===== src/hw/rtl/swfrm_pkg.sv =====
// ----------------------------------------------------------------------------
// swfrm_pkg
// Widths and constants shared by the frame rate meter and its divider.
// ----------------------------------------------------------------------------
package swfrm_pkg;

  localparam int STAMP_W = 32;
  localparam int SPAN_W  = 32;
  localparam int WIN_W   = 16;
  localparam int FPS_W   = 20;

  localparam logic [WIN_W-1:0] WINDOW_RESET = 16'd1000;
  localparam logic [FPS_W-1:0] FPS_MAX      = 20'hFFFFF;
  localparam int               FPS_SCALE    = 1000;
  localparam int               SCALE_W      = 10;

endpackage


===== src/hw/rtl/swfrm_divider.sv =====
// ----------------------------------------------------------------------------
// swfrm_divider
// Restoring unsigned divider, one quotient bit per clock cycle.
// ----------------------------------------------------------------------------
module swfrm_divider #(
  parameter int NUM_W = 21
) (
  input  logic                        clk,
  input  logic                        rst,
  input  logic                        start,
  input  logic [NUM_W-1:0]            dividend,
  input  logic [swfrm_pkg::SPAN_W-1:0] divisor,
  output logic                        done,
  output logic [NUM_W-1:0]            quotient
);

  localparam int CNT_W = $clog2(NUM_W + 1);
  localparam int REM_W = swfrm_pkg::SPAN_W + 1;

  logic [REM_W-1:0]            rem;
  logic [swfrm_pkg::SPAN_W-1:0] dsor;
  logic [CNT_W-1:0]            bits_left;
  logic                        busy;
  logic [REM_W-1:0]            rem_shift;
  logic [REM_W-1:0]            rem_diff;

  assign rem_shift = {rem[REM_W-2:0], quotient[NUM_W-1]};
  assign rem_diff  = rem_shift - {1'b0, dsor};

  always_ff @(posedge clk) begin
    if (rst) begin
      busy      <= 1'b0;
      done      <= 1'b0;
      bits_left <= '0;
    end else begin
      done <= !start && busy && (bits_left == CNT_W'(1));
      if (start) begin
        busy      <= 1'b1;
        bits_left <= CNT_W'(NUM_W);
        rem       <= '0;
        quotient  <= dividend;
        dsor      <= divisor;
      end else if (busy) begin
        // shift in the next dividend bit, subtract when it fits
        if (!rem_diff[REM_W-1]) begin
          rem      <= rem_diff;
          quotient <= {quotient[NUM_W-2:0], 1'b1};
        end else begin
          rem      <= rem_shift;
          quotient <= {quotient[NUM_W-2:0], 1'b0};
        end
        bits_left <= bits_left - 1'b1;
        if (bits_left == CNT_W'(1)) begin
          busy <= 1'b0;
        end
      end
    end
  end

endmodule


===== config.mk =====
export PLATFORM = sky130hd
export DESIGN_NAME = swfrm_divider
export DESIGN_NICKNAME = d
export VERILOG_FILES = /design/src/hw/rtl/swfrm_pkg.sv /design/src/hw/rtl/swfrm_divider.sv
export SDC_FILE = /design/constraint.sdc
export NUM_CORES = 1
export LEC_CHECK = 0
export BUFFER_PORTS_ARGS = -buffer_cell sky130_fd_sc_hd__buf_2
export CORE_ASPECT_RATIO = 1.25
export CORE_MARGIN = 2
export CORE_UTILIZATION = 25
export DETAILED_ROUTE_END_ITERATION = 10
export PLACE_DENSITY = 0.51
export SLEW_MARGIN = 20
export SYNTH_ARGS = -nofsm -noshare
export SYNTH_HDL_FRONTEND = slang
export SYNTH_SLANG_ARGS = --single-unit

===== constraint.sdc =====
create_clock -name clk -period 8.9 [get_ports clk]
set_clock_uncertainty 0.05 [all_clocks]
set_input_delay 0.89 -clock clk [delete_from_list [all_inputs] [get_ports clk]]
set_output_delay 0.89 -clock clk [all_outputs]
set_load 0.01 [all_outputs]

==> summary.txt <==
Synthesis
  – Mean area per synthesized cell: 10.88 um^2
  – Synth warn: 0
  – Post-synthesis cell type count: 62
  – Ys async rst share: 0
  – Post-synthesis register bit count: 92
  – Syn Nets: 605
  – Post-synthesis sequential area ratio: 0.4813
  – Mapped Area: 0.005594 mm^2
  – Primary FF master, synth: edfxtp_1
  – Post-Syn Instances: 514
  – Number of synthesized flops with an enable pin: 85

Timing
  – Final hold slack: 451.5 ps
  – Max-slew headroom: 0.4894
  – Final hold violations: 0
  – Final worst slack: 5140 ps
  – Setup violators final: 0
  – Fin Setup TNS: 0 ps
  – RSZ-0062 raised after global routing: false
  – Tightest Pin Transition: 766.0 ps
  – Final Critical Period: 3760 ps
  – Tcrit/Tclk final: 0.4225
  – Pins Over Slew Limit: 0
  – Fmax: 0.2659 GHz

Placed design
  – GPL Wtd Cong: 0.8444
  – Placed insts: 854
  – DP Worst Slack: 5125 ps
  – DP Wirelength: 9.096 mm
  – Placed Area: 0.006256 mm^2
  – IO Port Bufs: 77

Clocking
  – # H-tree levels: 3
  – Cts hold-fix bufs: 0
  – CTS tree: built
  – Clk slew on worst S/H paths: 60 ps
  – Worst skew pair latency: 340 ps
  – Num CTS Buffers: 9
  – Root Buffer: clkbuf_16
  – Clock Tree Buf Depth: 2
  – CTS sink count: 92
  – Postcts setup bufs: 0
  – Post-CTS Resized: 0

Cells and area
  – Final #Nets: 674
  – Final std cells w/o fill: 871
  – Final Instance Area: 0.006548 mm^2
  – Area Growth Syn to Fin: 17.04%
  – Util after Layout: 0.2958
  – Antenna cells: 0
  – Layout cells sized above 1: 0.2262

Floorplan
  – Initial Utilization: 0.2527
  – Die ar.: 0.02360 mm^2
  – Chip width: 137.8 um
  – IO Pins: 78
  – Die height: 171.2 um
  – CORE AREA: 0.02213 mm^2
  – # rows: 61

Critical path
  – CP max stage delay: 570 ps
  – Worst setup SP type: flop
  – Req. time, crit path: 9000 ps
  – Worst Reg-to-Reg Cells: 12
  – WP data arrival: 3860 ps
  – Slowest CP cell: xnor2_4
  – Cell Chain, Critical Path: inv_1 -> ha_1 -> fa_1 -> nand2b_1 -> a21oi_1 -> o21ai_1 -> nand2_1 -> a41oi_2 -> xnor2_4 -> buf_4 -> nand2_2 -> o22ai_1
  – Crit path capture type: flop
  – Critical path fanouts, max: 33
  – Crit Path Category: flop to flop

Detailed routing
  – WL/cell: 14.82 um
  – Post-Route WL: 12.91 mm
  – DRT Pass-1 Iters: 4
  – Post-DRT Antenna Nets: 0
  – Residual DRC: 0
  – Vias: 4031
  – Iter 0 DRT Violations: 213
  – Vias per inst: 4.628

Global route
  – Largest net degree at the start of global routing: 56
  – Initial antenna violation count: 0
  – Vias in the first global route: 4254
  – First-pass GRT wire length: 21.33 mm
  – GR Overflow Total: 0
  – GRT Util Overall: 0.1160

Worst hold path
  – Worst hold path class: flop to flop
  – Hold depth: 2

Pwr
  – Logic pwr share: 0.307
  – PwrDens: 197.8 mW/mm^2
  – Pleak: 2.665 nW
  – Internal power: 881.2 uW
  – Share of power burned in the clock network: 0.274
  – Net Sw Frac: 0.3195
  – Psw: 413.8 uW
  – Design Power: 1.295 mW
  – Sequential share of power: 0.419
  – Worst IR Drop VDD: 0.07739 mV

Run status
  – Run status: complete, no violations

Run
  – Max_cap viols: 0
power by group through the flow:
stage	clock [mW]	sequential [mW]	combinational [mW]
floorplan	0	0.552	0.309
global placement	0	0.553	0.395
detailed placement	0	0.553	0.397
CTS	0.368	0.544	0.399
global route	0.383	0.548	0.447
finish	0.354	0.543	0.397
logic make-up (layout without fill, tap and decap cells):
| group | count (synthesis) | count (layout) | share of synthesized area |
|---|---|---|---|
| and+or+nand+nor | 134 | 134 | 0.1203 |
| muxes | 39 | 39 | 0.07448 |
| AOI/OAI and AO/OA | 124 | 124 | 0.1521 |
| xor gates and xnor gates | 26 | 26 | 0.04406 |
| adders and majority gates | 35 | 35 | 0.07962 |
| DFF | 92 | 92 | 0.4813 |
| buffers and inverters | 64 | 138 | 0.04809 |
final timing paths:
| kind | start | endpoint | slack [ps] |
|---|---|---|---|
| worst min register to register | bits_left[1] | bits_left[1] | 450 |
| worst max-delay path | quotient[20] | rem[19] | 5140 |
| worst min-delay path | bits_left[1] | bits_left[1] | 450 |
| worst max register to register | quotient[20] | rem[19] | 5140 |
cells in the final DEF, fill, tap and decap left out, drive strengths merged, types with 2 or more instances in the layout:
cell type	count
a2111oi	2
a211oi	9
a21boi	3
a21o	14
a21oi	43
a31oi	5
and3	3
buf	81
clkbuf	13
clkinvlp	2
dfxtp	7
edfxtp	85
ha	34
inv	41
mux2	21
mux2i	18
nand2	35
nand2b	11
nand3	11
nand3b	2
nand4	9
nor2	40
nor2b	4
nor3	6
nor4b	2
o2111ai	3
o211ai	2
o21a	6
o21ai	20
o21bai	3
o22ai	2
o32ai	2
or3	8
xnor2	15
xor2	11
registers in the layout (all words and copies together) (netlist names):
| register | cells |
|---|---|
| bits_left | 5 |
| dsor | 32 |
| rem | 32 |
| quotient | 21 |
| busy | 1 |
| done | 1 |
cell type report:
| type | instances | area (um^2) |
|---|---|---|
| fillers | 2346 | 15590 |
| flip-flops and latches | 92 | 2693 |
| multi-input cells | 358 | 2648 |
| repair buffers | 81 | 435.4 |
| well taps | 283 | 354.1 |
| clock buffers | 13 | 240.2 |
| inverters | 41 | 153.9 |
| clock inverters | 3 | 23.77 |
synth_stat cells, types with 2 or more instances:
library cell,n,share of area
and3_1,2,0.0022
o21bai_1,3,0.0040
nand3b_1,2,0.0027
nor3_1,6,0.0054
o2111ai_1,3,0.0047
ha_1,34,0.076
edfxtp_1,85,0.46
a21o_1,14,0.019
o21a_1,6,0.0081
nand4_1,8,0.0089
o21ai_0,16,0.014
nor4b_1,2,0.0031
dfxtp_1,7,0.025
a211oi_1,6,0.0081
buf_1,3,0.0020
o211ai_1,2,0.0027
a21oi_1,42,0.038
xnor2_1,14,0.022
nand2_1,34,0.023
o32ai_2,2,0.0058
buf_2,8,0.0072
mux2i_1,18,0.032
clkbuf_1,8,0.0054
a211oi_2,3,0.0067
or3_1,8,0.0089
inv_1,41,0.028
buf_4,3,0.0040
a31oi_1,5,0.0056
nand2b_1,11,0.012
o21ai_2,2,0.0031
a21boi_0,2,0.0027
nor2b_1,4,0.0045
nand3_1,11,0.0098
nor2_1,40,0.027
o21ai_1,2,0.0018
xor2_1,11,0.017
mux2_2,20,0.040
o22ai_1,2,0.0022
routing by layer:
metal | part of all wire | global-route usage | vias up
met1 | 0.46 | 0.1463 | 1901
met4 | 0.020 | 0.04348 | 0
met5 | 0 | 0 | -
met2 | 0.47 | 0.1897 | 98
li1 | - | - | 2015
met3 | 0.050 | 0.03065 | 17
worst max-delay path: cells and delay by family (launching register included):
| family | cells | cell delay [ps] |
|---|---|---|
| buffers and inverters | 2 | 550 |
| DFF | 1 | 360 |
| AOI/OAI and AO/OA | 4 | 850 |
| xor gates and xnor gates | 1 | 570 |
| and+or+nand+nor | 3 | 500 |
| adders and majority gates | 2 | 630 |
(Power assumes the default switching activity.)
